$ cat config.mk
export PLATFORM = sky130hd
export DESIGN_NAME = mlp_ram
export DESIGN_NICKNAME = d
export VERILOG_FILES = /design/src/sv/mlp_ram.sv
export SDC_FILE = /design/constraint.sdc
export NUM_CORES = 1
export LEC_CHECK = 0
export BUFFER_PORTS_ARGS = -buffer_cell sky130_fd_sc_hd__buf_2
export CORE_UTILIZATION = 40
export DETAILED_ROUTE_END_ITERATION = 6
export SETUP_SLACK_MARGIN = 0.02
export SLEW_MARGIN = 10
export SYNTH_ARGS = -nofsm -noshare
export SYNTH_HDL_FRONTEND = slang
export SYNTH_SLANG_ARGS = --single-unit
$ cat constraint.sdc
create_clock -name clk -period 6.3 [get_ports clk]
set_input_delay 0.63 -clock clk [delete_from_list [all_inputs] [get_ports clk]]
set_output_delay 0.63 -clock clk [all_outputs]
set_load 0.005 [all_outputs]
$ cat src/sv/mlp_ram.sv
// ----------------------------------------------------------------------------
// mlp_ram
// Generic simple dual-port RAM: one write port, one registered read port.
// ----------------------------------------------------------------------------
module mlp_ram #(
    parameter int WIDTH = 16,
    parameter int DEPTH = 64
) (
    input  logic                     clk,
    input  logic                     we,
    input  logic [$clog2(DEPTH)-1:0] waddr,
    input  logic [WIDTH-1:0]         wdata,
    input  logic [$clog2(DEPTH)-1:0] raddr,
    output logic [WIDTH-1:0]         rdata
);

    logic [WIDTH-1:0] mem [0:DEPTH-1];
    logic [WIDTH-1:0] rdata_reg;

    // Write and registered read
    always_ff @(posedge clk)
    begin
        if (we)
        begin
            mem[waddr] <= wdata;
        end
        rdata_reg <= mem[raddr];
    end

    assign rdata = rdata_reg;

endmodule

* Yosys cells after proc, flatten, opt, wreduce, memory -nomap -nowiden
Memory sizes are Yosys's and may differ from the RTL's. A register that Yosys moved wholly into a read port is not among the register bits.
Index checks and enable logic that the tools add are counted.
** Operators by class
- Order comparisons :: 0
- Reduce and logical (&&, ||, !) cells :: 0
- $add $sub $neg :: 0
- Shift-type cells :: 0
- Divide/modulo/power cells :: 0
- Bitwise gates (word level) :: 0
- Multiplexer cells :: 2
- Eq/ne operators :: 0
- Multipliers :: 0
** Operator list (count)
- $mux W1 :: 2
** Word-level totals
- Memories :: 1
- Logic and storage cells :: 3
- Input bits :: 30
- ROM bits :: 0
- Latch bits :: 0
- Memory bits (writable) :: 1024
- Output and inout port bits :: 16
- Bits in registers :: 0
** Memory list
- mem :: words 64, width 16, read ports 1, clocked after memory_dff 1, write ports 1, RTL line 17 : logic [WIDTH-1:0] mem [0:DEPTH-1];

* Longest topological paths before layout
Gate-level depths: netlist of run 1.
- Depth in word-level cells :: 2
- Gate-level depth with buffers :: 10
- Depth with buffers taken out :: 5

* Worst setup path after synthesis of run 1
No wires, ideal clock.
- Path kind :: input to register
- Start point :: input port waddr[3]
- End point :: memory mem[48][0], enable pin
- Data required time :: 5.891 ns
- Stages :: 4
- Buffers on the path :: 1
- Setup slack :: 3.635 ns
- Arrival time :: 2.256 ns
- Library setup time :: 0.409 ns
- Cell sequence :: clkbuf_1 -> nor2b_1 -> nand4b_1 -> nor3_1
** RTL lines
- from (decl) :: RTL line 11 : input logic [$clog2(DEPTH)-1:0] waddr,
- to (decl) :: RTL line 17
No word-level cell before the write port.

==> impl_metrics.yaml, run 1 <==
cells_and_area:
  final_cell_mix: "1024 x edfxtp_1, 220 x mux4_2, 110 x clkbuf_16"
  synthToLayoutAreaGrowth_pct: 13.59
  largest_register_ffs: 1024
  final_area_um2: 45480
  nets: 1999
  drive_above_1_share_pct: 27.14
  layout_commonest_cell: "edfxtp_1"
  fill_cells: 8134
clock_tree:
  holdBufCountCts: 0
  clockBufferDepth: 3
  cts_resized: 0
  cts_root_buf: "clkbuf_16"
  htree_levels: 3
  cts_setup_buffers: 0
  cts_sinks: 1040
  cts_inserted_buffers: 104
  clk_latency_ns: 0.66
  cts_tree: "yes"
  clk_pin_slew_ns: 0.06
timing:
  setup_viol: 0
  fin_skew_ns: 0.01949
  fin_crit_ns: 3.167
  min_period_over_period_pct: 50.26
  worst_slew_pin_slew_ns: 1.180
  slew_headroom_pct: 20.47
  tns_ns: 0
  finalHoldViolCount: 0
  final_max_slew_viol_count: 0
  rsz0062_at_grt: "false"
  fmax_mhz: 315.8
  holdWs_ns: 0.4663
global_route:
  grt_pass1_vias: 19282
  track_usage_pct: 18.76
  grt_max_degree: 96
  grt_remaining_overflow: 0
  grt_pass1_wl_mm: 137.0
  antenna_found_initial: 12
yosys:
  synth_top_cell_area_share_pct: 76.79
  yosys-top-cells-area: "edfxtp_1 77%, mux4_2 12%, mux2i_1 2.1%"
  synthCells: 1829
  synthArstFlopShare_pct: 0
  ys.flop_type: "edfxtp_1"
  synth_cell_types: 43
  synth_nets: 1859
  synth.largest_area_cell: "edfxtp_1"
  synth_edf_count: 1024
  ys_seq_elements: 1040
  seq_area_frac_synth_pct: 77.59
  syn_area_per_cell_um2: 21.89
  synth.cell_area_um2: 40040
  synth_warnings: 0
detailed_routing:
  wl_per_cell_um: 28.47
  drc: 0
  ant_nets: 0
  via_per_inst: 5.632
  drt-initial-drc-count: 2260
  drt-pass1-iter-count: 5
  wirelength_mm: 95.28
  vias: 18844
floorplanning:
  core_area_um2: 98710
  dieArea_um2: 101400
  dieHeight_um: 318.4
  die_x_um: 318.4
  io_pins: 46
  rows: 115
  start_util_pct: 40.57
critical_path:
  crit_path_cell_trace: "buf_8, buf_12, buf_12, mux4_1, mux2_2, a21oi_1, nor4_2"
  critPathKind: "in2reg"
  crit_path_max_incr_delay_ns: 0.59
  rr_startpoint: "mem[22][3]"
  rr_worst_depth: 5
  end_kind: "flip-flop"
  cp-start-kind: "primary input"
  worstPathMaxFanout: 63
  cpMostUsedCell: "buf_12"
  r2r_end: "rdata[3]"
  reg2reg_slack_ns: 4.04
  crit_path_top_delay_cell: "mux4_1"
  cp.arrival_ns: 3.68
  worstPathRequired_ns: 6.81
min_path:
  min_path_cells: 1
  min_to: "mem[48][15]"
  worstHoldStart: "wdata[15]"
  hold_class: "in2reg"
place:
  dpl_cell_area_um2: 41980
  dpl.hpwl_mm: 55.17
  port-buffer-count: 45
  place.gp.congestion: 0.7978
flow_run:
  maxCapViolations: 0
power:
  total_leakage_power_uw: 0.01436
  peakVddDrop_uv: 219.3
  pwr_density_cell_nw_per_um2: 322.0
run_status:
  outcome: "finished clean"
==> area by class of cell <==
| class | count | area [um2] | share of cell area (%) |
|---|---|---|---|
| Tap cell | 1287 | 1610 | 3.540 |
| Sequential cell | 1040 | 31070 | 68.31 |
| Clock inverter | 62 | 609.3 | 1.340 |
| Timing Repair Buffer | 138 | 1037 | 2.280 |
| Antenna cell | 3 | 7.507 | 0.01650 |
| Multi-Input combinational cell | 685 | 8279 | 18.20 |
| Clock buffer | 131 | 2872 | 6.313 |
==> where the power goes <==
group	internal [uW]	total [uW]	switching, uW
clock	3710	6260	2550
sequential	7660	7690	34.5
combinational	249	687	438
total	11600	14600	3030
==> worst max path at each step <==
| stage | from | depth (start not counted) | slack (ns) | end |
|---|---|---|---|---|
| 6_report | raddr[0] | 7 | 3.13 | rdata[7] |
| 5_1_grt | raddr[0] | 7 | 3.00 | rdata[7] |
| 3_5_place_dp | raddr[0] | 7 | 2.47 | rdata[7] |
| 3_3_place_gp | raddr[0] | 7 | 2.54 | rdata[7] |
| 2_1_floorplan | waddr[3] | 4 | 3.64 | mem[48][0] |
| 4_1_cts | raddr[0] | 7 | 3.18 | rdata[7] |
==> per-stage QoR <==
step / setup slack (ns) / std cells / total power (uW) / utilization [%]
floorplan: 3.635 / 1829 / 8216 / -
global placement: 2.542 / 3149 / 8523 / 42.53
detailed placement: 2.473 / 3149 / 8539 / 42.53
CTS: 3.175 / 3342 / 14750 / 46.05
global route: 3.004 / 3343 / 15030 / 46.07
finish: 3.133 / 3346 / 14640 / 46.08
==> cells by family (layout without fill, tap and decap cells) <==
logic type,count (synthesis),in the layout,synth area share (%)
other cells,0,3,0
mux,336,336,15.52
buf+inv,104,331,1.831
flops,1040,1040,77.59
simple gates,220,220,2.647
compound gates,129,129,2.409
==> routing by layer <==
| layer | track usage, % | wire length (um) | vias to the layer above |
|---|---|---|---|
| li1 | - | - | 7961 |
| met2 | 29.92 | 45740 | 664 |
| met4 | 5.786 | 2769 | 8 |
| met1 | 25.66 | 39180 | 10053 |
| met3 | 4.299 | 7535 | 158 |
| met5 | 0 | 50 | - |
==> synthesized netlist by cell type (all sizes together), types with 17 or more instances <==
cell type,instances
a21oi,17
a22oi,39
buf,77
clkbuf,27
edfxtp,1024
mux2,27
mux2i,85
mux4,224
nand2,60
nand3,24
nor2,74
nor2b,30
==> critical path, delay by kind of cell <==
kind | cells | cell delay, ns
AOI/OAI and AO/OA | 1 | 0.58
buffers and inverters | 3 | 1.21
muxes | 2 | 0.93
and+or+nand+nor | 1 | 0.12
Note: power is estimated with default switching activity, not from simulation.
==> inputs of run 2 (changes only) <==
Clock period 6.3 ns to 2.8 ns, I/O delays scaled along.
==> impl_metrics.yaml, run 2 (synthesis results as in run 1) <==
place:
  port-buffer-count: 45
  dpl.hpwl_mm: 60.62
  dp.cells: 3256
  place.gp.congestion: 0.8471
detailed_routing:
  wl_per_cell_um: 28.01
  ant_nets: 0
  vias: 19380
  via_per_inst: 5.624
  wirelength_mm: 96.51
  drt-initial-drc-count: 2183
  drc: 0
  drt-pass1-iter-count: 5
run_status:
  outcome: "finished clean"
cells_and_area:
  fill_cells: 8107
  synthToLayoutAreaGrowth_pct: 15.68
  nets: 2105
  final_cell_mix: "1024 x edfxtp_1, 220 x mux4_2, 180 x buf_4"
  largest_register_ffs: 1024
  finalNonFillerCells: 3446
  layout_commonest_cell: "edfxtp_1"
  drive_above_1_share_pct: 30.03
timing:
  slew_headroom_pct: 24.35
  fin_crit_ns: 2.466
  finalHoldViolCount: 0
  min_period_over_period_pct: 88.07
  rsz0062_at_grt: "false"
  fmax_mhz: 405.5
  worst_slew_pin_slew_ns: 1.131
  final_max_slew_viol_count: 0
  setup_viol: 0
  fin_skew_ns: 0.03505
  tns_ns: 0
critical_path:
  crit_buf_inv: 1
  cp-start-kind: "flip-flop"
  crit_family: "multiplexers"
  end_kind: "flip-flop"
  crit_path_top_delay_cell: "a31oi_1"
  cp.arrival_ns: 2.98
  worstPathMaxFanout: 1
  worstPathRequired_ns: 3.31
  critPathKind: "reg2reg"
  crit_path_max_incr_delay_ns: 0.67
  crit_path_cell_trace: "mux4_2, mux2i_1, nand3_1, a31oi_1, buf_4, a311oi_1"
power:
  total_leakage_power_uw: 0.01487
  p_seq_share_pct: 52.7
  peakVddDrop_uv: 521.1
  netSwitchingFraction_pct: 20.95
  p_sw_uw: 6876
  pwr-share-comb_pct: 5.2
  p_clk_share_pct: 42.1
  intPower_uw: 25940
  pwr_density_cell_nw_per_um2: 708.5
  power.total_uw: 32820
clock_tree:
  clockBufferDepth: 3
  cts_tree: "yes"
  cts_inserted_buffers: 104
  cts_setup_buffers: 0
  cts_sinks: 1040
  cts_root_buf: "clkbuf_16"
  clk_latency_ns: 0.68
  cts_resized: 0
  clk_pin_slew_ns: 0.06
  holdBufCountCts: 0
  htree_levels: 3
floorplanning:
  rows: 115
  die_x_um: 318.4
  dieHeight_um: 318.4
  io_pins: 46
  core_area_um2: 98710
  start_util_pct: 40.57
  dieArea_um2: 101400
global_route:
  grt_pass1_vias: 19771
  grt_max_degree: 65
  grt_pass1_wl_mm: 140.5
  antenna_found_initial: 16
  grt_remaining_overflow: 0
  track_usage_pct: 19.21
flow_run:
  maxCapViolations: 0
min_path:
  hold_class: "in2reg"
==> run 2: changes by cell type in the layout (fill, tap and decap cells not counted), moves of 4 or more <==
cell | previous run | this run
clkinv_2 | 24 | 20
clkbuf_1 | 17 | 23
buf_4 | 86 | 180
nor2_1 | 67 | 72
buf_12 | 7 | 20
nor2_2 | 7 | 2
==> run 2: area by class of cell <==
type,count,area [um2],share of cell area [%]
antenna,1,2.502,0.005402
clock buffer,131,2778,5.997
clock inverter,58,611.8,1.321
multi-input combinational,685,8249,17.81
sequential,1040,31070,67.08
tap,1287,1610,3.476
timing repair buffer,244,1998,4.314
==> run 2: per-stage QoR <==
step	hold WS, ns	utilization (%)	area [um2]	setup slack (ns)
global placement	0.6997	43.49	42920	-0.1303
detailed placement	0.6964	43.49	42920	-0.1801
finish	0.06175	46.93	46320	0.3341
floorplan	0.3789	-	40040	0.4852
CTS	0.01832	46.92	46310	0.3313
global route	0.04480	46.92	46320	0.3229
==> run 2: routing by layer <==
| metal | vias to the layer above | global-route usage [%] | wire, um |
|---|---|---|---|
| met4 | 12 | 4.767 | 1964 |
| li1 | 8180 | - | - |
| met5 | - | 0 | 69 |
| met3 | 141 | 3.428 | 6277 |
| met2 | 687 | 30.64 | 46430 |
| met1 | 10360 | 27.42 | 41770 |
==> run 2: power by group through the flow <==
stage / logic (uW) / clock network (uW) / registers [uW]
2_1_floorplan: 892 / 0 / 17600
3_3_place_gp: 1700 / 0 / 17600
3_5_place_dp: 1730 / 0 / 17600
4_1_cts: 1740 / 14000 / 17300
5_1_grt: 1820 / 14600 / 17300
6_report: 1710 / 13800 / 17300
==> run 2: worst paths after layout <==
path	slack, ns	start	to	cells past startpoint
max	0.33	mem[31][0]	rdata[0]	6
min	0.06	wdata[14]	mem[1][14]	1
max reg2reg	0.33	mem[31][0]	rdata[0]	6
min reg2reg	0.85	mem[57][10]	rdata[10]	5
==> run 2: worst reg2reg max path: cells and delay by family, from the launching register on <==
kind / cells / cell delay, ns
compound gates: 2 / 0.72
flops: 1 / 0.35
buf+inv: 1 / 0.25
simple gates: 1 / 0.21
mux: 2 / 0.80
