### src/sv/mlp_pkg.sv
// ----------------------------------------------------------------------------
// mlp_pkg
// Shared widths, codes, word types and curve tables of the dense
// multilayer perceptron inference engine.
// ----------------------------------------------------------------------------
package mlp_pkg;

    localparam int MAX_LAYERS = 4;
    localparam int MAX_UNITS  = 64;
    localparam int FRAC_BITS  = 12;

    localparam int DATA_W  = 16;
    localparam int LAYER_W = $clog2(MAX_LAYERS);
    localparam int UNIT_W  = $clog2(MAX_UNITS);
    localparam int CNT_W   = UNIT_W + 1;
    localparam int WADDR_W = LAYER_W + 2 * UNIT_W;
    localparam int BADDR_W = LAYER_W + UNIT_W;
    localparam int LADDR_W = UNIT_W + 1;
    localparam int ACC_W   = 2 * DATA_W + UNIT_W + 2;
    localparam int E_W     = 17;
    localparam int SUM_W   = E_W + UNIT_W;
    localparam int NUM_W   = E_W + FRAC_BITS + 1;
    localparam int DEN_W   = SUM_W + 1;
    localparam int PRE_W   = E_W + 1 + DATA_W;
    localparam int TAB_W   = 18;
    localparam int SEG_C   = FRAC_BITS - 1;
    localparam int SEG_E   = FRAC_BITS - 2;
    localparam int CURVE_SH = 15;
    localparam int U_W     = FRAC_BITS + 5;
    localparam int LEAKY_Q = ((1 << FRAC_BITS) + 50) / 100;

    // Opcodes of an input word
    localparam logic [1:0] OP_WEIGHT  = 2'd0;
    localparam logic [1:0] OP_BIAS    = 2'd1;
    localparam logic [1:0] OP_FEATURE = 2'd2;

    // Activation codes
    localparam logic [2:0] ACT_RELU    = 3'd0;
    localparam logic [2:0] ACT_LEAKY   = 3'd1;
    localparam logic [2:0] ACT_SIGMOID = 3'd2;
    localparam logic [2:0] ACT_TANH    = 3'd3;
    localparam logic [2:0] ACT_LINEAR  = 3'd4;
    localparam logic [2:0] ACT_SOFTMAX = 3'd5;

    // Register indexes
    localparam logic [1:0] REG_INPUT_LENGTH    = 2'd0;
    localparam logic [1:0] REG_LAYER_COUNT     = 2'd1;
    localparam logic [1:0] REG_LAYER_WIDTHS    = 2'd2;
    localparam logic [1:0] REG_LAYER_FUNCTIONS = 2'd3;

    typedef struct packed {
        logic [1:0]         opcode;
        logic [1:0]         layer_index;
        logic [5:0]         row_index;
        logic [5:0]         col_index;
        logic signed [15:0] value;
        logic               last_feature;
    } mlp_item_t;

    typedef struct packed {
        logic [5:0]         unit_index;
        logic signed [15:0] activation_value;
        logic               saturated;
        logic               last_unit;
    } mlp_result_t;

    // Curve tables, signed Q1.16, 33 points
    localparam logic signed [TAB_W-1:0] SIG_TAB [0:32] = '{
        18'sd22, 18'sd36, 18'sd60, 18'sd98, 18'sd162, 18'sd267, 18'sd439, 18'sd720,
        18'sd1179, 18'sd1921, 18'sd3108, 18'sd4971, 18'sd7812, 18'sd11955,
        18'sd17625, 18'sd24743, 18'sd32768, 18'sd40793, 18'sd47911, 18'sd53581,
        18'sd57724, 18'sd60565, 18'sd62428, 18'sd63615, 18'sd64357, 18'sd64816,
        18'sd65097, 18'sd65269, 18'sd65374, 18'sd65438, 18'sd65476, 18'sd65500,
        18'sd65514};

    localparam logic signed [TAB_W-1:0] TANH_TAB [0:32] = '{
        -18'sd65536, -18'sd65536, -18'sd65536, -18'sd65536, -18'sd65535,
        -18'sd65534, -18'sd65530, -18'sd65520, -18'sd65492, -18'sd65417,
        -18'sd65212, -18'sd64659, -18'sd63179, -18'sd59320, -18'sd49912,
        -18'sd30285, 18'sd0, 18'sd30285, 18'sd49912, 18'sd59320, 18'sd63179,
        18'sd64659, 18'sd65212, 18'sd65417, 18'sd65492, 18'sd65520, 18'sd65530,
        18'sd65534, 18'sd65535, 18'sd65536, 18'sd65536, 18'sd65536, 18'sd65536};

    localparam logic signed [TAB_W-1:0] EXP_TAB [0:32] = '{
        18'sd22, 18'sd28, 18'sd36, 18'sd47, 18'sd60, 18'sd77, 18'sd99, 18'sd127,
        18'sd162, 18'sd209, 18'sd268, 18'sd344, 18'sd442, 18'sd567, 18'sd728,
        18'sd935, 18'sd1200, 18'sd1541, 18'sd1979, 18'sd2541, 18'sd3263,
        18'sd4190, 18'sd5380, 18'sd6907, 18'sd8869, 18'sd11388, 18'sd14623,
        18'sd18776, 18'sd24109, 18'sd30957, 18'sd39750, 18'sd51039, 18'sd65536};

endpackage

### src/sv/mlp_div.sv
// ----------------------------------------------------------------------------
// mlp_div
// Restoring unsigned divider, one quotient bit per cycle, for softmax
// normalization.
// ----------------------------------------------------------------------------
module mlp_div (
    input  logic                       clk,
    input  logic                       rst_n,
    input  logic                       start,
    input  logic [mlp_pkg::NUM_W-1:0]  num,
    input  logic [mlp_pkg::DEN_W-1:0]  den,
    output logic                       done,
    output logic [mlp_pkg::NUM_W-1:0]  quot
);
    import mlp_pkg::*;

    localparam int STEP_W = $clog2(NUM_W + 1);

    logic              busy_reg, busy_next;
    logic              done_reg, done_next;
    logic [STEP_W-1:0] step_reg, step_next;
    logic [NUM_W-1:0]  qn_reg, qn_next;
    logic [DEN_W-1:0]  rem_reg, rem_next;
    logic [DEN_W-1:0]  den_reg, den_next;
    logic [DEN_W:0]    trial;

    // Shift in one numerator bit, subtract where it fits
    always_comb
    begin
        busy_next = busy_reg;
        done_next = 1'b0;
        step_next = step_reg;
        qn_next   = qn_reg;
        rem_next  = rem_reg;
        den_next  = den_reg;
        trial     = {rem_reg, qn_reg[NUM_W-1]};
        if (start)
        begin
            busy_next = 1'b1;
            step_next = '0;
            qn_next   = num;
            rem_next  = '0;
            den_next  = den;
        end
        else if (busy_reg)
        begin
            if (trial >= {1'b0, den_reg})
            begin
                rem_next = DEN_W'(trial - {1'b0, den_reg});
                qn_next  = {qn_reg[NUM_W-2:0], 1'b1};
            end
            else
            begin
                rem_next = DEN_W'(trial);
                qn_next  = {qn_reg[NUM_W-2:0], 1'b0};
            end
            step_next = step_reg + STEP_W'(1);
            if (step_reg == STEP_W'(NUM_W - 1))
            begin
                busy_next = 1'b0;
                done_next = 1'b1;
            end
        end
    end

    always_ff @(posedge clk or negedge rst_n)
    begin
        if (!rst_n)
        begin
            busy_reg <= 1'b0;
            done_reg <= 1'b0;
            step_reg <= '0;
        end
        else
        begin
            busy_reg <= busy_next;
            done_reg <= done_next;
            step_reg <= step_next;
        end
    end

    always_ff @(posedge clk)
    begin
        qn_reg  <= qn_next;
        rem_reg <= rem_next;
        den_reg <= den_next;
    end

    assign done = done_reg;
    assign quot = qn_reg;

endmodule

### config.mk
export PLATFORM = sky130hd
export DESIGN_NAME = mlp_div
export DESIGN_NICKNAME = d
export VERILOG_FILES = /design/src/sv/mlp_pkg.sv /design/src/sv/mlp_div.sv
export SDC_FILE = /design/constraint.sdc
export NUM_CORES = 1
export LEC_CHECK = 0
export BUFFER_PORTS_ARGS = -buffer_cell sky130_fd_sc_hd__buf_2
export CAP_MARGIN = 20
export CORE_UTILIZATION = 30
export DETAILED_ROUTE_END_ITERATION = 10
export GPL_TIMING_DRIVEN = 0
export HOLD_SLACK_MARGIN = 0.15
export PLACE_DENSITY = 0.56
export SKIP_CTS_REPAIR_TIMING = 1
export SLEW_MARGIN = 20
export SYNTH_ARGS = -nofsm -noshare
export SYNTH_HDL_FRONTEND = slang
export SYNTH_SLANG_ARGS = --single-unit
### constraint.sdc
create_clock -name clk -period 5.79 [get_ports clk]
set_input_delay 0.2895 -clock clk [delete_from_list [all_inputs] [get_ports clk]]
set_output_delay 0.2895 -clock clk [all_outputs]
set_load 0.02 [all_outputs]
-- Yosys cells after proc, flatten, opt, wreduce, memory -nomap -nowiden
Index checks and enable logic that the tools add are counted.
- $add $sub $neg: 2
- magnitude comparators: 1
- eq/ne operators: 1
- mux-type cells: 12
- reduce and logical (&&, ||, !) cells: 1
- operators by type and width (cell ; count):
    30-bit 2-to-1 mux ; 2
    25-bit by 24-bit greater-or-equal comparator with 1-bit output ; 1
    24-bit 2-to-1 mux ; 1
    24-bit subtractor ; 1
    5-bit 2-to-1 mux ; 2
    1-bit 2-to-1 mux ; 7
    5-bit by 1-bit adder with 5-bit output, second input constant ; 1
    5-bit equality test, second input constant ; 1
    2-bit nonzero test ; 1
- register bits after elaboration: 85
- output and inout port bits: 31
- logic and storage cells: 23

-- Logic depth before layout (Yosys ltp)
- depth after elaboration: 4
- mapped depth: 12

-- Worst setup path after synthesis
OpenSTA, ideal clock, no wires.
- path type: register -> register
- from: register den_reg[4]
- to: register qn_reg[0] (netlist: quot[0]) (data pin)
- setup time: 260 ps
- arrival time: 2437 ps
- data required time: 5530 ps
- slack: 3093 ps
- stages on the path, launching flop included: 11
- cells stage by stage: edfxtp_1 inv_1 ha_1 a21o_1 or3_1 o22a_1 a211o_2 a31oi_4 o21ai_2 clkbuf_1 mux2_2
- word-level cells in the longest chain between the ends: 4
- ends and longest elaborated chain (what ; line ; source):
    start: declaration ; mlp_div.sv:24 ; logic [DEN_W-1:0] den_reg, den_next;
    start signal: assignment ; mlp_div.sv:86 ; den_reg <= den_next;
    25-bit by 24-bit greater-or-equal comparator with 1-bit output ; mlp_div.sv:47 ; if (trial >= {1'b0, den_reg})
    1-bit 2-to-1 mux ; mlp_div.sv:47 ;
    30-bit 2-to-1 mux ; mlp_div.sv:45 ; else if (busy_reg)
    30-bit 2-to-1 mux ; mlp_div.sv:37 ; if (start)
    net qn_next[0] ; mlp_div.sv:22 ; logic [NUM_W-1:0] qn_reg, qn_next;
    end signal: assignment ; mlp_div.sv:84 ; qn_reg <= qn_next;
    end: declaration ; mlp_div.sv:22 ;
The timed path passes the listed nets, and every way through them passes these cells. The select of a mux whose other input is x is not followed.
A chain may end at the register's enable or synchronous reset.

-- Worst setup path in the final report
Same ends and word-level chain as after synthesis.

==> flow_summary.html <==
<table>
<tr><th>Metric</th><th>Value</th></tr>
<tr><th colspan="2">Outcome</th></tr>
<tr><td>Run status</td><td>completed</td></tr>
<tr><th colspan="2">GRT</th></tr>
<tr><td>GRT Residual Overflow</td><td>0</td></tr>
<tr><td>Global-route wire length before repair</td><td>18.5 mm</td></tr>
<tr><td>Largest net degree at the start of global routing</td><td>31</td></tr>
<tr><td>Number of global-route vias before repair</td><td>3752</td></tr>
<tr><td>Gr usage total</td><td>0.146</td></tr>
<tr><td>Initial antenna violation count</td><td>0</td></tr>
<tr><th colspan="2">Floorplanning</th></tr>
<tr><td>DIE WIDTH</td><td>128 um</td></tr>
<tr><td>Site Rows</td><td>45</td></tr>
<tr><td>Overall die area</td><td>0.0164 mm^2</td></tr>
<tr><td>Area of the core region</td><td>0.0154 mm^2</td></tr>
<tr><td>Initial core utilization</td><td>0.310</td></tr>
<tr><td>Ports placed on the boundary</td><td>88</td></tr>
<tr><td>Die outline height</td><td>128 um</td></tr>
<tr><th colspan="2">STA</th></tr>
<tr><td>Number of setup violations in the final report</td><td>0</td></tr>
<tr><td>RSZ-0062 raised after global routing</td><td>false</td></tr>
<tr><td>Aggregate negative setup slack</td><td>0 ns</td></tr>
<tr><td>Slew HR</td><td>0.471</td></tr>
<tr><td>Post-layout minimum cycle time</td><td>3.13 ns</td></tr>
<tr><td>Worst Tran Pin Value</td><td>0.794 ns</td></tr>
<tr><td>Final worst path period share</td><td>0.541</td></tr>
<tr><td>Final Max Tran Viols</td><td>0</td></tr>
<tr><td>Clock Skews</td><td>0.00953 ns</td></tr>
<tr><td>Hold Fails Final Rpt</td><td>0</td></tr>
<tr><td>Maximum achievable frequency</td><td>319 MHz</td></tr>
<tr><th colspan="2">Worst setup path</th></tr>
<tr><td>Delay contributed by the slowest stage of the critical path</td><td>0.38 ns</td></tr>
<tr><td>Logic depth of the worst register-to-register path</td><td>10</td></tr>
<tr><td>Setup slack of the worst register-to-register path</td><td>2.66 ns</td></tr>
<tr><td>Endpoint of the worst setup timing path</td><td>quot[0]</td></tr>
<tr><td>Critical R2R Capture</td><td>quot[0]</td></tr>
<tr><td>CP max stage cell</td><td>sky130_fd_sc_hd__a211o_2</td></tr>
<tr><td>CP startpoint</td><td>den_reg[4]</td></tr>
<tr><td>Largest fanout on the critical path</td><td>10</td></tr>
<tr><td>Reg2reg start</td><td>den_reg[4]</td></tr>
<tr><td>Type of the worst setup path</td><td>register to register</td></tr>
<tr><td>Nature of the critical path endpoint</td><td>register</td></tr>
<tr><td>Ordered cell list for the critical path</td><td>inv_1 &gt; ha_1 &gt; a21o_1 &gt; or3_1 &gt; o22a_1 &gt; a211o_2 &gt; a31oi_4 &gt; o21ai_2 &gt; clkbuf_1 &gt; mux2_2</td></tr>
<tr><td>Critical Path Start Type</td><td>register</td></tr>
<tr><td>Required time reported for the critical path endpoint</td><td>5.89 ns</td></tr>
<tr><td>Data arrival time of the worst path</td><td>3.24 ns</td></tr>
<tr><th colspan="2">Cells and area</th></tr>
<tr><td>Fraction of final layout cells sized beyond drive strength 1</td><td>0.265</td></tr>
<tr><td>Final layout net count</td><td>656</td></tr>
<tr><td>Final core utilization</td><td>0.391</td></tr>
<tr><td>Most common cell after layout, fill and taps aside</td><td>sky130_fd_sc_hd__buf_2</td></tr>
<tr><td>Fin area</td><td>0.00602 mm^2</td></tr>
<tr><td>Layout fillers</td><td>1541</td></tr>
<tr><td>Area of the multi-input gates</td><td>0.00228 mm^2</td></tr>
<tr><td>Footprint of the flip-flops and latches</td><td>0.00228 mm^2</td></tr>
<tr><td>Number of antenna diodes</td><td>0</td></tr>
<tr><td>Highest-count cells in the layout ignoring fill and taps</td><td>sky130_fd_sc_hd__buf_2 (89), sky130_fd_sc_hd__edfxtp_1 (54), sky130_fd_sc_hd__nand2_1 (50), sky130_fd_sc_hd__nor2_1 (44), sky130_fd_sc_hd__inv_1 (31)</td></tr>
<tr><td>Max FFs per register</td><td>30</td></tr>
<tr><td>Layout-stage area growth over the synthesis result</td><td>26.4%</td></tr>
<tr><th colspan="2">Clock network</th></tr>
<tr><td>Skew-Pair Late Insertion Delay</td><td>0.35 ns</td></tr>
<tr><td>Root buffer selected by CTS</td><td>sky130_fd_sc_hd__clkbuf_16</td></tr>
<tr><td>Total CTS buffers</td><td>9</td></tr>
<tr><td>Clock H-tree levels</td><td>3</td></tr>
<tr><td>Maximum count of clock buffers along a single path</td><td>2</td></tr>
<tr><td>Sink Count</td><td>85</td></tr>
<tr><td>Clock tree from TritonCTS</td><td>yes</td></tr>
<tr><td>Clock slew seen by the registers of the worst setup and hold paths</td><td>0.07 ns</td></tr>
<tr><th colspan="2">Synth</th></tr>
<tr><td>Most used flip-flop cell after synthesis</td><td>sky130_fd_sc_hd__edfxtp_1</td></tr>
<tr><td>Post-synthesis average cell area</td><td>10.6 um^2</td></tr>
<tr><td>Total of warnings raised by yosys</td><td>0</td></tr>
<tr><td>Gate Count Post-Synth</td><td>449</td></tr>
<tr><td>Post-synth net total</td><td>533</td></tr>
<tr><td>Number of storage elements in the synthesis netlist</td><td>85</td></tr>
<tr><td>Share of async-settable or async-resettable flops after synthesis</td><td>0.0824</td></tr>
<tr><td>Proportion of synthesized chip area in sequential cells</td><td>0.478</td></tr>
<tr><td>Synthesized cell area</td><td>0.00476 mm^2</td></tr>
<tr><td>Post-synth cell types</td><td>60</td></tr>
<tr><td>EDFF count, synth</td><td>54</td></tr>
<tr><th colspan="2">Hold path</th></tr>
<tr><td>Class of the worst hold path</td><td>input pin to register</td></tr>
<tr><th colspan="2">Routing</th></tr>
<tr><td>Via total after detailed routing</td><td>3833</td></tr>
<tr><td>Number of violations reported at the end of detailed-routing iteration 0</td><td>210</td></tr>
<tr><td>Via density</td><td>4.86</td></tr>
<tr><td>Length of the first detailed-routing pass in iterations</td><td>4</td></tr>
<tr><td>Remaining antenna violation count</td><td>0</td></tr>
<tr><td>Final wirelength</td><td>11.6 mm</td></tr>
<tr><td>Drt drc</td><td>0</td></tr>
<tr><td>Average routed wire per standard cell</td><td>14.7 um</td></tr>
<tr><th colspan="2">Placed design</th></tr>
<tr><td>Standard cell area after detailed placement</td><td>0.00546 mm^2</td></tr>
<tr><td>Buffers added on ports</td><td>87</td></tr>
<tr><td>Placer's final routability congestion estimate</td><td>0.839</td></tr>
<tr><td>DP Wirelength</td><td>8.22 mm</td></tr>
<tr><th colspan="2">Power and ir drop</th></tr>
<tr><td>VDD IR max</td><td>0.185 mV</td></tr>
<tr><td>Total power of the final layout</td><td>2.45 mW</td></tr>
<tr><td>Pwr/cell area</td><td>407 mW/mm^2</td></tr>
<tr><td>LEAKAGE</td><td>2.57 nW</td></tr>
<tr><th colspan="2">Job</th></tr>
<tr><td>Max-cap viol count</td><td>0</td></tr>
</table>
==> worst max-delay path: cells and delay by family, from the launching register on <==
family,cells,cell delay [ns]
multiplexers,1,0.37
adder cells (fa/ha/maj),1,0.33
flip-flops,1,0.33
AND/OR/NAND/NOR,1,0.30
AO/OA/AOI/OAI,5,1.15
buffers and inverters,2,0.40
==> area by class of cell <==
cell class / count / share of cell area
Multi-Input combinational cell: 312 / 0.378
Timing Repair Buffer: 112 / 0.114
Buffer: 21 / 0.0154
Inverter: 31 / 0.0193
Clock inverter: 7 / 0.0133
Sequential cell: 85 / 0.378
Tap cell: 211 / 0.0439
Clock buffer: 9 / 0.0374
==> cell families after synthesis <==
group,after synthesis,share of synthesized area
buffers and inverters,52,0.0439
and+or+nand+nor,142,0.139
DFF,85,0.478
xor gates and xnor gates,21,0.0386
muxes,31,0.0730
adders and majority gates,27,0.0725
AOI/OAI and AO/OA,91,0.154
==> worst min-delay path by stage <==
stage          cells past startpoint    start  slack, ns     endpoint
3_5_place_dp                       1    rst_n       0.13  step_reg[3]
2_1_floorplan                      0    rst_n     -0.006     busy_reg
3_3_place_gp                       1    rst_n       0.13  step_reg[3]
6_report                           2  num[19]       0.24     quot[19]
4_1_cts                            1    rst_n      -0.26  step_reg[4]
5_1_grt                            2  num[21]       0.23     quot[21]
==> per-layer routing <==
layer  track usage  wire, um
met1         0.187      5450
met2         0.234      5460
met3        0.0351       484
met4        0.0616       175
met5             0         0
==> cells in the mapped netlist, types with 9 or more instances <==
library cell	count	area, um^2
sky130_fd_sc_hd__dfxtp_1	24	480
sky130_fd_sc_hd__inv_1	31	116
sky130_fd_sc_hd__nand2_1	50	188
sky130_fd_sc_hd__a311oi_1	11	96.3
sky130_fd_sc_hd__clkbuf_1	13	48.8
sky130_fd_sc_hd__a21o_1	9	67.6
sky130_fd_sc_hd__nor2_1	44	165
sky130_fd_sc_hd__mux2_2	30	338
sky130_fd_sc_hd__edfxtp_1	54	1620
sky130_fd_sc_hd__xnor2_1	16	140
sky130_fd_sc_hd__ha_1	26	325
sky130_fd_sc_hd__a21oi_1	17	85.1
==> report_power, final <==
| group | internal (mW) | switching [mW] |
|---|---|---|
| sequential | 0.763 | 0.0800 |
| clock | 0.341 | 0.260 |
| combinational | 0.433 | 0.570 |
==> per-stage QoR <==
stage	worst slack, ns	hold WS [ns]	instances
floorplan	3.09	-0.00609	449
global placement	2.68	0.131	747
detailed placement	2.67	0.130	747
CTS	2.66	-0.256	763
global route	2.50	0.225	788
finish	2.66	0.237	788
Power figures use the tool's default switching activity.
